### config.mk
export PLATFORM = sky130hd
export DESIGN_NAME = midpoint_half_ellipse_points
export DESIGN_NICKNAME = d
export VERILOG_FILES = /design/src/rtl/mhe_pkg.sv /design/src/rtl/mhe_controller.sv /design/src/rtl/mhe_datapath.sv /design/src/rtl/midpoint_half_ellipse_points.sv
export SDC_FILE = /design/constraint.sdc
export NUM_CORES = 2
export LEC_CHECK = 0
export ABC_AREA = 1
export BUFFER_PORTS_ARGS = -buffer_cell sky130_fd_sc_hd__buf_2
export CAP_MARGIN = 30
export CORE_MARGIN = 4
export CORE_UTILIZATION = 66
export DETAILED_ROUTE_END_ITERATION = 8
export HOLD_SLACK_MARGIN = 0.08
export PLACE_DENSITY = 0.86
export REMOVE_ABC_BUFFERS = 1
export SLEW_MARGIN = 40
export SYNTH_ARGS = -nofsm -noshare
export SYNTH_HDL_FRONTEND = slang
export SYNTH_SLANG_ARGS = --single-unit
### constraint.sdc
create_clock -name clk -period 8.6 [get_ports clk]
set_clock_uncertainty 0.1 [all_clocks]
set_input_delay 1.72 -clock clk [delete_from_list [all_inputs] [get_ports clk]]
set_output_delay 1.72 -clock clk [all_outputs]
set_load 0.01 [all_outputs]
### src/rtl/mhe_pkg.sv
// Package for the half-ellipse midpoint point generator.
// Widths, reset values, register indexes, state and datapath command types.
// Used by every module under rtl/.
package mhe_pkg;

    localparam int COORD_BITS     = 13;
    localparam int CENTER_BITS    = 12;
    localparam int RX_BITS        = 5;
    localparam int RY_BITS        = 6;
    localparam int CFG_DATA_BITS  = 6;
    localparam int CFG_INDEX_BITS = 1;
    localparam int RX2_BITS       = 10;
    localparam int RY2_BITS       = 12;
    localparam int MAX_POINTS     = 64;
    localparam int N_BITS         = 7;
    localparam int X_BITS         = 7;
    localparam int Y_BITS         = 6;
    localparam int T_BITS         = X_BITS + 1;
    localparam int DX_BITS        = 19;
    localparam int DY_BITS        = 17;
    localparam int SQ_BITS        = 15;
    localparam int P_BITS         = 32;

    localparam logic [RX_BITS-1:0] RADIUS_X_RESET = RX_BITS'(18);
    localparam logic [RY_BITS-1:0] RADIUS_Y_RESET = RY_BITS'(41);

    localparam logic [CFG_INDEX_BITS-1:0] REG_RADIUS_X = CFG_INDEX_BITS'(0);
    localparam logic [CFG_INDEX_BITS-1:0] REG_RADIUS_Y = CFG_INDEX_BITS'(1);

    typedef enum logic [3:0] {
        ST_IDLE,
        ST_SQ_RX,
        ST_SQ_RY,
        ST_INIT1,
        ST_STEP1,
        ST_T_SQ,
        ST_P_RY,
        ST_Y_SQ,
        ST_P_RX,
        ST_P_RXRY,
        ST_STEP2
    } state_t;

    typedef enum logic [3:0] {
        OP_NOP,
        OP_LOAD,
        OP_SQ_RX,
        OP_SQ_RY,
        OP_INIT1,
        OP_STEP1,
        OP_T_SQ,
        OP_P_RY,
        OP_Y_SQ,
        OP_P_RX,
        OP_P_RXRY,
        OP_STEP2
    } dp_op_t;

    typedef struct packed {
        dp_op_t op;
    } dp_cmd_t;

    typedef struct packed {
        logic radius_zero;
        logic out_free;
        logic last_r1;
        logic last_r2;
        logic leave_r1;
    } dp_status_t;

endpackage

### src/rtl/mhe_controller.sv
// Sequencer for the half-ellipse point generator.
// Issues datapath commands from the state machine; types from mhe_pkg.
module mhe_controller (
    input  logic                clk,
    input  logic                rst_n,
    input  logic                in_valid,
    output logic                in_stall,
    input  mhe_pkg::dp_status_t status,
    output mhe_pkg::dp_cmd_t    cmd
);

    mhe_pkg::state_t state_reg;
    mhe_pkg::state_t state_next;

    always_ff @(posedge clk or negedge rst_n)
    begin
        if (!rst_n)
        begin
            state_reg <= mhe_pkg::ST_IDLE;
        end
        else
        begin
            state_reg <= state_next;
        end
    end

    always_comb
    begin
        state_next = state_reg;
        cmd.op     = mhe_pkg::OP_NOP;
        in_stall   = 1'b1;
        case (state_reg)
            mhe_pkg::ST_IDLE:
            begin
                in_stall = 1'b0;
                if (in_valid)
                begin
                    cmd.op = mhe_pkg::OP_LOAD;
                    if (!status.radius_zero)
                    begin
                        state_next = mhe_pkg::ST_SQ_RX;
                    end
                end
            end
            mhe_pkg::ST_SQ_RX:
            begin
                cmd.op     = mhe_pkg::OP_SQ_RX;
                state_next = mhe_pkg::ST_SQ_RY;
            end
            mhe_pkg::ST_SQ_RY:
            begin
                cmd.op     = mhe_pkg::OP_SQ_RY;
                state_next = mhe_pkg::ST_INIT1;
            end
            mhe_pkg::ST_INIT1:
            begin
                cmd.op     = mhe_pkg::OP_INIT1;
                state_next = mhe_pkg::ST_STEP1;
            end
            mhe_pkg::ST_STEP1:
            begin
                if (status.out_free)
                begin
                    cmd.op = mhe_pkg::OP_STEP1;
                    if (status.last_r1)
                    begin
                        state_next = mhe_pkg::ST_IDLE;
                    end
                    else if (status.leave_r1)
                    begin
                        state_next = mhe_pkg::ST_T_SQ;
                    end
                end
            end
            mhe_pkg::ST_T_SQ:
            begin
                cmd.op     = mhe_pkg::OP_T_SQ;
                state_next = mhe_pkg::ST_P_RY;
            end
            mhe_pkg::ST_P_RY:
            begin
                cmd.op     = mhe_pkg::OP_P_RY;
                state_next = mhe_pkg::ST_Y_SQ;
            end
            mhe_pkg::ST_Y_SQ:
            begin
                cmd.op     = mhe_pkg::OP_Y_SQ;
                state_next = mhe_pkg::ST_P_RX;
            end
            mhe_pkg::ST_P_RX:
            begin
                cmd.op     = mhe_pkg::OP_P_RX;
                state_next = mhe_pkg::ST_P_RXRY;
            end
            mhe_pkg::ST_P_RXRY:
            begin
                cmd.op     = mhe_pkg::OP_P_RXRY;
                state_next = mhe_pkg::ST_STEP2;
            end
            mhe_pkg::ST_STEP2:
            begin
                if (status.out_free)
                begin
                    cmd.op = mhe_pkg::OP_STEP2;
                    if (status.last_r2)
                    begin
                        state_next = mhe_pkg::ST_IDLE;
                    end
                end
            end
            default:
            begin
                state_next = mhe_pkg::ST_IDLE;
            end
        endcase
    end

endmodule

### src/rtl/mhe_datapath.sv
// Datapath of the half-ellipse point generator: radius registers, decision
// and increment registers, one multiplier per setup op, output register.
// Depends on mhe_pkg.
module mhe_datapath (
    input  logic                                     clk,
    input  logic                                     rst_n,
    input  logic                                     cfg_write_en,
    input  logic [mhe_pkg::CFG_INDEX_BITS-1:0]       cfg_index,
    input  logic [mhe_pkg::CFG_DATA_BITS-1:0]        cfg_data,
    input  logic signed [mhe_pkg::CENTER_BITS-1:0]   center_x,
    input  logic signed [mhe_pkg::CENTER_BITS-1:0]   center_y,
    input  mhe_pkg::dp_cmd_t                         cmd,
    output mhe_pkg::dp_status_t                      status,
    input  logic                                     out_stall,
    output logic                                     out_valid,
    output logic signed [mhe_pkg::COORD_BITS-1:0]    point_x,
    output logic signed [mhe_pkg::COORD_BITS-1:0]    point_y_upper,
    output logic signed [mhe_pkg::COORD_BITS-1:0]    point_y_lower,
    output logic                                     last
);

    localparam int PB = mhe_pkg::P_BITS;
    localparam int CB = mhe_pkg::COORD_BITS;

    logic [mhe_pkg::RX_BITS-1:0]              radius_x_reg;
    logic [mhe_pkg::RY_BITS-1:0]              radius_y_reg;
    logic signed [mhe_pkg::CENTER_BITS-1:0]   cx_reg;
    logic signed [mhe_pkg::CENTER_BITS-1:0]   cy_reg;
    logic [mhe_pkg::RX2_BITS-1:0]             rx2_reg, rx2_next;
    logic [mhe_pkg::RY2_BITS-1:0]             ry2_reg, ry2_next;
    logic [mhe_pkg::X_BITS-1:0]               x_reg, x_next;
    logic [mhe_pkg::Y_BITS-1:0]               y_reg, y_next;
    logic [mhe_pkg::N_BITS-1:0]               n_reg, n_next;
    logic [mhe_pkg::DX_BITS-1:0]              dx_reg, dx_next;
    logic [mhe_pkg::DY_BITS-1:0]              dy_reg, dy_next;
    logic [mhe_pkg::SQ_BITS-1:0]              sq_reg, sq_next;
    logic signed [PB-1:0]                     p_reg, p_next;
    logic                                     out_valid_reg, out_valid_next;
    logic signed [CB-1:0]                     point_x_reg, point_y_upper_reg;
    logic signed [CB-1:0]                     point_y_lower_reg;
    logic                                     last_reg;

    // step candidates for both regions
    logic [mhe_pkg::X_BITS-1:0]  x1, x2;
    logic [mhe_pkg::Y_BITS-1:0]  y1, y2;
    logic [mhe_pkg::DX_BITS-1:0] dx1, dx2, dx_inc;
    logic [mhe_pkg::DY_BITS-1:0] dy1, dy2, dy_dec;
    logic signed [PB-1:0]        p1, p2, d1, d2;
    logic signed [PB-1:0]        rx2s, ry2s, dx1s, dy1s, dx2s, dy2s;
    logic                        dec1, inc2, cont1, cap;
    logic [mhe_pkg::N_BITS-1:0]  n_inc;
    logic [mhe_pkg::T_BITS-1:0]  t_val;
    logic [mhe_pkg::Y_BITS-1:0]  y_m1;
    logic signed [PB-1:0]        mul_rxry;
    logic                        is_step, is_step2;
    logic [mhe_pkg::X_BITS-1:0]  x_out;
    logic [mhe_pkg::Y_BITS-1:0]  y_out;

    always_ff @(posedge clk or negedge rst_n)
    begin
        if (!rst_n)
        begin
            radius_x_reg  <= mhe_pkg::RADIUS_X_RESET;
            radius_y_reg  <= mhe_pkg::RADIUS_Y_RESET;
            out_valid_reg <= 1'b0;
        end
        else
        begin
            if (cfg_write_en && (cfg_index == mhe_pkg::REG_RADIUS_X))
            begin
                radius_x_reg <= cfg_data[mhe_pkg::RX_BITS-1:0];
            end
            if (cfg_write_en && (cfg_index == mhe_pkg::REG_RADIUS_Y))
            begin
                radius_y_reg <= cfg_data[mhe_pkg::RY_BITS-1:0];
            end
            out_valid_reg <= out_valid_next;
        end
    end

    always_ff @(posedge clk)
    begin
        if (cmd.op == mhe_pkg::OP_LOAD)
        begin
            cx_reg <= center_x;
            cy_reg <= center_y;
        end
        rx2_reg <= rx2_next;
        ry2_reg <= ry2_next;
        x_reg   <= x_next;
        y_reg   <= y_next;
        n_reg   <= n_next;
        dx_reg  <= dx_next;
        dy_reg  <= dy_next;
        sq_reg  <= sq_next;
        p_reg   <= p_next;
        if (is_step)
        begin
            point_x_reg       <= CB'(cx_reg) + CB'(x_out);
            point_y_upper_reg <= CB'(cy_reg) + CB'(y_out);
            point_y_lower_reg <= CB'(cy_reg) - CB'(y_out);
            last_reg          <= is_step2 ? status.last_r2 : status.last_r1;
        end
    end

    assign rx2s   = PB'(rx2_reg);
    assign ry2s   = PB'(ry2_reg);
    assign dx_inc = dx_reg + mhe_pkg::DX_BITS'({ry2_reg, 1'b0});
    assign dy_dec = dy_reg - mhe_pkg::DY_BITS'({rx2_reg, 1'b0});
    assign n_inc  = n_reg + 1'b1;
    assign cap    = (n_inc == mhe_pkg::N_BITS'(mhe_pkg::MAX_POINTS));

    // region one: x always moves, y moves when the decision is not negative
    always_comb
    begin
        dec1  = !(p_reg < 0);
        x1    = x_reg + 1'b1;
        dx1   = dx_inc;
        y1    = dec1 ? y_reg - 1'b1 : y_reg;
        dy1   = dec1 ? dy_dec : dy_reg;
        dx1s  = PB'(dx1);
        dy1s  = PB'(dy1);
        d1    = dec1 ? (dx1s - dy1s + ry2s) : (dx1s + ry2s);
        p1    = p_reg + (d1 <<< 2);
        cont1 = (mhe_pkg::DX_BITS'(dx1) <= mhe_pkg::DX_BITS'(dy1));
    end

    // region two: y always moves, x moves when the decision is not positive
    always_comb
    begin
        inc2 = !(p_reg > 0);
        y2   = y_reg - 1'b1;
        dy2  = dy_dec;
        x2   = inc2 ? x_reg + 1'b1 : x_reg;
        dx2  = inc2 ? dx_inc : dx_reg;
        dx2s = PB'(dx2);
        dy2s = PB'(dy2);
        d2   = inc2 ? (dx2s - dy2s + rx2s) : (rx2s - dy2s);
        p2   = p_reg + (d2 <<< 2);
    end

    assign status.radius_zero = (radius_x_reg == '0) || (radius_y_reg == '0);
    assign status.out_free    = !out_valid_reg || !out_stall;
    assign status.leave_r1    = !cont1;
    assign status.last_r1     = cap || (!cont1 && (y1 == '0));
    assign status.last_r2     = cap || (y2 == '0);

    assign is_step2 = (cmd.op == mhe_pkg::OP_STEP2);
    assign is_step  = (cmd.op == mhe_pkg::OP_STEP1) || is_step2;
    assign x_out    = is_step2 ? x2 : x1;
    assign y_out    = is_step2 ? y2 : y1;
    assign t_val    = {x_reg, 1'b1};
    assign y_m1     = y_reg - 1'b1;
    assign mul_rxry = PB'(rx2_reg) * PB'(radius_y_reg);

    always_comb
    begin
        rx2_next = rx2_reg;
        ry2_next = ry2_reg;
        x_next   = x_reg;
        y_next   = y_reg;
        n_next   = n_reg;
        dx_next  = dx_reg;
        dy_next  = dy_reg;
        sq_next  = sq_reg;
        p_next   = p_reg;
        case (cmd.op)
            mhe_pkg::OP_SQ_RX:
            begin
                rx2_next = mhe_pkg::RX2_BITS'(radius_x_reg)
                         * mhe_pkg::RX2_BITS'(radius_x_reg);
            end
            mhe_pkg::OP_SQ_RY:
            begin
                ry2_next = mhe_pkg::RY2_BITS'(radius_y_reg)
                         * mhe_pkg::RY2_BITS'(radius_y_reg);
            end
            mhe_pkg::OP_INIT1:
            begin
                x_next  = '0;
                y_next  = radius_y_reg;
                n_next  = '0;
                dx_next = '0;
                dy_next = mhe_pkg::DY_BITS'(mul_rxry <<< 1);
                p_next  = (ry2s <<< 2) - (mul_rxry <<< 2) + rx2s;
            end
            mhe_pkg::OP_STEP1:
            begin
                x_next  = x1;
                y_next  = y1;
                dx_next = dx1;
                dy_next = dy1;
                p_next  = p1;
                n_next  = n_inc;
            end
            mhe_pkg::OP_T_SQ:
            begin
                sq_next = mhe_pkg::SQ_BITS'(t_val) * mhe_pkg::SQ_BITS'(t_val);
            end
            mhe_pkg::OP_P_RY:
            begin
                p_next = ry2s * PB'(sq_reg);
            end
            mhe_pkg::OP_Y_SQ:
            begin
                sq_next = mhe_pkg::SQ_BITS'(y_m1) * mhe_pkg::SQ_BITS'(y_m1);
            end
            mhe_pkg::OP_P_RX:
            begin
                p_next = p_reg + ((rx2s * PB'(sq_reg)) <<< 2);
            end
            mhe_pkg::OP_P_RXRY:
            begin
                p_next = p_reg - ((rx2s * ry2s) <<< 2);
            end
            mhe_pkg::OP_STEP2:
            begin
                x_next  = x2;
                y_next  = y2;
                dx_next = dx2;
                dy_next = dy2;
                p_next  = p2;
                n_next  = n_inc;
            end
            default:
            begin
            end
        endcase
    end

    always_comb
    begin
        if (is_step)
        begin
            out_valid_next = 1'b1;
        end
        else if (!out_stall)
        begin
            out_valid_next = 1'b0;
        end
        else
        begin
            out_valid_next = out_valid_reg;
        end
    end

    assign out_valid     = out_valid_reg;
    assign point_x       = point_x_reg;
    assign point_y_upper = point_y_upper_reg;
    assign point_y_lower = point_y_lower_reg;
    assign last          = last_reg;

endmodule

### src/rtl/midpoint_half_ellipse_points.sv
// Top level of the half-ellipse midpoint point generator.
// Instantiates mhe_controller and mhe_datapath; types from mhe_pkg.
//
// Usage: the input channel takes one ellipse center per transfer; the radii
// come from the two configuration registers, to be written only while idle by
// the user; the block does not enforce this. Each center yields up to 64 output
// transfers, one per step of the right half walk, with last set on the final one.
// Setup: after the input transfer the radii are squared and the first decision
// is formed before the first result is registered. The sequencer handles one
// item at a time. The second-region decision is formed in the states T_SQ,
// P_RY, Y_SQ, P_RX and P_RXRY; they are skipped when the walk ends in region
// one (y reaches zero or the 64 result cap). Zero radius yields nothing. The
// next center is taken once the final step is issued.
// Stall: a stalled result holds in the output register; the walk pauses
// while the output register is full and stalled.
// Reset: radii return to 18 and 41, no result is pending.
module midpoint_half_ellipse_points (
    input  logic                                   clk,
    input  logic                                   rst_n,
    input  logic                                   cfg_write_en,
    input  logic [mhe_pkg::CFG_INDEX_BITS-1:0]     cfg_index,
    input  logic [mhe_pkg::CFG_DATA_BITS-1:0]      cfg_data,
    input  logic                                   in_valid,
    output logic                                   in_stall,
    input  logic signed [mhe_pkg::CENTER_BITS-1:0] center_x,
    input  logic signed [mhe_pkg::CENTER_BITS-1:0] center_y,
    output logic                                   out_valid,
    input  logic                                   out_stall,
    output logic signed [mhe_pkg::COORD_BITS-1:0]  point_x,
    output logic signed [mhe_pkg::COORD_BITS-1:0]  point_y_upper,
    output logic signed [mhe_pkg::COORD_BITS-1:0]  point_y_lower,
    output logic                                   last
);

    mhe_pkg::dp_cmd_t    cmd;
    mhe_pkg::dp_status_t status;

    mhe_controller u_ctrl (
        .clk      (clk),
        .rst_n    (rst_n),
        .in_valid (in_valid),
        .in_stall (in_stall),
        .status   (status),
        .cmd      (cmd)
    );

    mhe_datapath u_dp (
        .clk           (clk),
        .rst_n         (rst_n),
        .cfg_write_en  (cfg_write_en),
        .cfg_index     (cfg_index),
        .cfg_data      (cfg_data),
        .center_x      (center_x),
        .center_y      (center_y),
        .cmd           (cmd),
        .status        (status),
        .out_stall     (out_stall),
        .out_valid     (out_valid),
        .point_x       (point_x),
        .point_y_upper (point_y_upper),
        .point_y_lower (point_y_lower),
        .last          (last)
    );

endmodule

Word level (Yosys, flattened, before mapping). Cells that the tools add are included.

Register bits: 205. Input port bits: 36. Output and inout port bits: 42. Word-level logic and storage cells: 133.

Add/subtract/negate cells: 20. Multipliers: 8. Order comparisons: 3. Equality and inequality tests: 29. Muxes and demuxes: 31. Bitwise logic cells: 1. Reduce and logical (&&, ||, !) cells: 22.

Operators by type and width (number): one-hot mux 32 bit (6 select lines) (1); adder 32 bit (3); one-hot mux 4 bit (11 select lines) (2); two-way mux 30 bit (2); one-hot mux 19 bit (3 select lines) (1); one-hot mux 17 bit (3 select lines) (1); subtractor 19 x 17 -> 20 bit (2); adder 32 x 11 -> 32 bit (1); equality test 4 x 3 -> 1 bit, second input constant (8); > comparator 32 x 1 -> 1 bit, second input constant (1); < comparator 32 x 1 -> 1 bit, second input constant (1); two-way mux 4 bit (8); subtractor 32 bit (1); adder 30 x 11 -> 30 bit (1); adder 30 x 13 -> 30 bit (1); one-hot mux 15 bit (2 select lines) (1); equality test 4 bit, second input constant (7); multiplier 12 x 15 -> 27 bit (1); multiplier 10 x 15 -> 25 bit (1); multiplier 6 x 6 -> 12 bit (2); multiplier 10 x 12 -> 22 bit (1); one-hot mux 7 bit (3 select lines) (1); adder 19 x 12 -> 20 bit (1); adder 19 x 13 -> 19 bit (1); 38 further kinds (64).

Logic depth before layout (Yosys ltp).
Depth in word-level cells: 9. Gate-level depth with buffers: 49. Mapped depth without buffers: 47.

By module. Synthesis repeated with hierarchy kept, for this count alone.

Cell total of the unflattened synthesis: 5220. Area total of the unflattened synthesis: 38140.3 µm².

By module, submodules not included: mhe_datapath (times used 1, cells an instance 5152, area each 37741.2 µm², seq. area each 5771.8 µm²); mhe_controller (times used 1, cells an instance 68, area each 399.1 µm², seq. area each 100.1 µm²).

Worst setup path before layout. OpenSTA, ideal clock, no wires.

Path type: register -> register. From: register u_dp.ry2_reg[2] in the netlist's numbering. To: register u_dp.p_reg[28], data pin. Data arrival time: 7097 ps. Data required time: 8237 ps. Setup slack: 1140 ps. Cell stages (with the launch flop): 38. Buffers on the path: 1. Clock period less this slack: 7460 ps. Cells stage by stage: edfxtp_1 clkbuf_1 nand2_1 fa_1 inv_1 fa_1 fa_1 fa_1 inv_1 fa_1 inv_1 ha_1 nand2_1 nand2_1 a31oi_1 o21ai_4 nand2_1 nand3_1 [... 2 more ...] nor3_2 nand3_1 nor2_1 nand2_1 nand2_2 nor2_1 nor3_1 nor2_1 ha_1 nand2_1 nor4_1 nand3_1 nand3_1 a31o_2 a31oi_1 or2_2 nand3_1 nand3_1.

Cells in the longest elaborated chain, start to end: 7.

Ends and longest elaborated chain: start: declaration (line mhe_datapath.sv:30) `logic [mhe_pkg::RY2_BITS-1:0] ry2_reg, ry2_next;`; start signal: assignment (line mhe_datapath.sv:89) `ry2_reg <= ry2_next;`; adder 19 x 13 -> 19 bit (line mhe_datapath.sv:108) `assign dx_inc = dx_reg + mhe_pkg::DX_BITS'({ry2_reg, 1'b0});`; two-way mux 19 bit (line mhe_datapath.sv:135) `dx2 = inc2 ? dx_inc : dx_reg;`; subtractor 19 x 17 -> 20 bit (line mhe_datapath.sv:138) `d2 = inc2 ? (dx2s - dy2s + rx2s) : (rx2s - dy2s);`; adder 30 x 11 -> 30 bit (line mhe_datapath.sv:138); two-way mux 30 bit (line mhe_datapath.sv:138); adder 32 bit (line mhe_datapath.sv:139) `p2 = p_reg + (d2 <<< 2);`; one-hot mux 32 bit (6 select lines) * (line mhe_datapath.sv:167) `case (cmd.op)`; net u_dp.p_next[28] (line mhe_datapath.sv:37) `logic signed [PB-1:0] p_reg, p_next;`; end signal: assignment (line mhe_datapath.sv:96) `p_reg <= p_next;`; end: declaration (line mhe_datapath.sv:37).

The timed path passes the listed nets; every way through them passes the cells marked *. A chain may end at the register's enable or synchronous reset.

Final worst setup path.
From: register u_dp.ry2_reg[4] in the netlist's numbering. To: register u_dp.p_reg[26], data pin.

Same word-level chain as after synthesis.

==> results.ini <==
[setup_path]
worstSetupPathType=flop to flop
timing.rr.start=u_dp.ry2_reg[4]
required_ns=8.77
rr_endpoint=u_dp.p_reg[26]
cpPeakStageDelay_ns=0.54
critPathLaunch=u_dp.ry2_reg[4]
r2r_setup_slack_ns=0.46
rr_worst_depth=36
cp_max_fo=9
endpoint_kind=flop
cp_slowest_cell=fa_1
arrival_ns=8.31
start_kind=flop
critPathMostFrequentCell=inv_1

[clocking]
cts_root_buffer=clkbuf_16
cts_buffers=17
cts_hold_buf=0
clock_latency_ns=0.53
cts_tree=built
clock_sinks=198
clk_path_buf_depth=2
clk_pin_slew_ns=0.09
htreeDepth=4

[floorplan]
dieArea_mm2=0.06126
rows=87
pin_count=78
die_h_um=247.5
die_w_um=247.5
fp.coreArea_mm2=0.05660
initial_core_util_pct=66.89

[finish]
final_cell_mix=nand2_1 (1207), inv_1 (1082), ha_1 (495)
syn2layout_area_growth_pct=5.522
fin_util_pct=70.58
final_common_cell=nand2_1
antennaDiodeCount=0
largest_register_ffs=31
drive_above_1_share_pct=6.395
design_area_mm2=0.03995
nets=6067

[detailed_routing]
drt_iter0_drc=3410
via_per_inst=5.877
postRouteAntennaNets=0
dr.pass1.iters=6
drc_errors=0
wirelength_mm=112.2
wire_per_inst_um=18.76
dr_total_vias=35140

[run_status]
run_status=completed

[sta]
whs_ns=0.4473
setup_tns_ns=0
tightest_slew_ns=1.034
maxSlewViolCount=0
fin_crit_sh_pct=94.63
period_needed_ns=8.139
max_freq_mhz=122.9
final_hold_viol_count=0
finalSetupViolCount=0
rsz0062_at_grt=false
slew_headroom_pct=30.21

[synth]
yosysSeqAreaShare_pct=15.51
synth_largest_area_cell=fa_1
synthFlopType=edfxtp_1
async_flop_share_pct=8.081
ys_ff_latch=198
syn_area_per_cell_um2=7.308
synth_cells=5181
synth_warnings=0
synth_cell_type_count=72
synth_top_area_share_pct=17.24
ys_top_cells_by_area=fa_1 (17%), ha_1 (16%), edfxtp_1 (14%), nand2_1 (12%), inv_1 (11%)
synth_edf_count=182
synth_area_mm2=0.03786

[min_path]
hp-class=flop to flop
hold_path_depth=2
holdPathEnd=u_dp.radius_x_reg[4]
hp-start=u_dp.radius_x_reg[4]

[placement]
post_dp_cell_area_mm2=0.03920
port_buffers=77
hpwlAfterDp_mm=91.86
gp_congestion=1.032

[grt]
antenna_found_initial=2
grt_pass1_wl_mm=178.4
grt_pass1_vias=34430
grt_max_degree=55
gr-total-overflow=0
grt_use_total_pct=37.03

[job]
drv_cap=0

metrics by stage:
stage	std cells	setup slack, ns
floorplan	5035	-0.1344
global placement	5941	0.4927
detailed placement	5941	0.4753
CTS	5973	0.4350
global route	5979	0.001449
finish	5979	0.4614
synthesized netlist by cell type, types with 64 or more instances:
cell type / n
nor2_1: 301
fa_1: 326
nand3_1: 188
a21oi_1: 330
xnor2_1: 64
inv_1: 1082
clkbuf_1: 132
o21ai_0: 241
nand2_1: 1209
ha_1: 495
xor2_1: 158
edfxtp_1: 182
cell families after synthesis:
group	after synthesis	synth area share (%)
flip-flops	198	15.51
XOR/XNOR	237	5.780
AND/OR/NAND/NOR	1879	20.54
buffers and inverters	1246	12.40
multiplexers	1	0.02974
AO/OA/AOI/OAI	799	12.15
adder cells (fa/ha/maj)	821	33.59
timing repair:
action,in CTS,in global routing
resized for setup,0,8
setup buffers,0,5
endpoints found under the setup margin,0,5
layer usage:
layer  vias up  GRT usage (%)  routed length (µm)
li1      16510              -                   -
met5         -              0                  29
met4         4          19.71                6762
met2      1845          59.52               50470
met3       356          6.925               12030
met1     16420          47.71               42880
critical path, delay by kind of cell (launching register included):
family                     cells  cell delay [ns]
buffers and inverters          9             0.85
AOI/OAI and AO/OA              9             1.83
and+or+nand+nor               10             1.30
DFF                            1             0.53
adders and majority gates      7             3.04
xor gates and xnor gates       1             0.24
cell type report:
type	instances	area, µm²
Clock buffer	17	425.4
Clock inverter	15	236.5
Fill cell	4539	16650
Inverter	1100	4129
Multi-Input combinational cell	3737	27360
Sequential cell	198	5872
Tap cell	756	945.9
Timing Repair Buffer	156	985.9
how the worst max path moves through the flow:
stage | to | slack [ns] | depth (start not counted)
2_1_floorplan | u_dp.p_reg[28] | -0.13 | 34
3_3_place_gp | u_dp.p_reg[31] | 0.49 | 33
3_5_place_dp | u_dp.p_reg[28] | 0.48 | 35
4_1_cts | u_dp.p_reg[28] | 0.43 | 35
5_1_grt | u_dp.p_reg[26] | 0.001 | 44
6_report | u_dp.p_reg[26] | 0.46 | 36
Power is left out: the tool's default activity adds up to more than one toggle a clock period on the data nets, which glitch-free logic cannot reach.
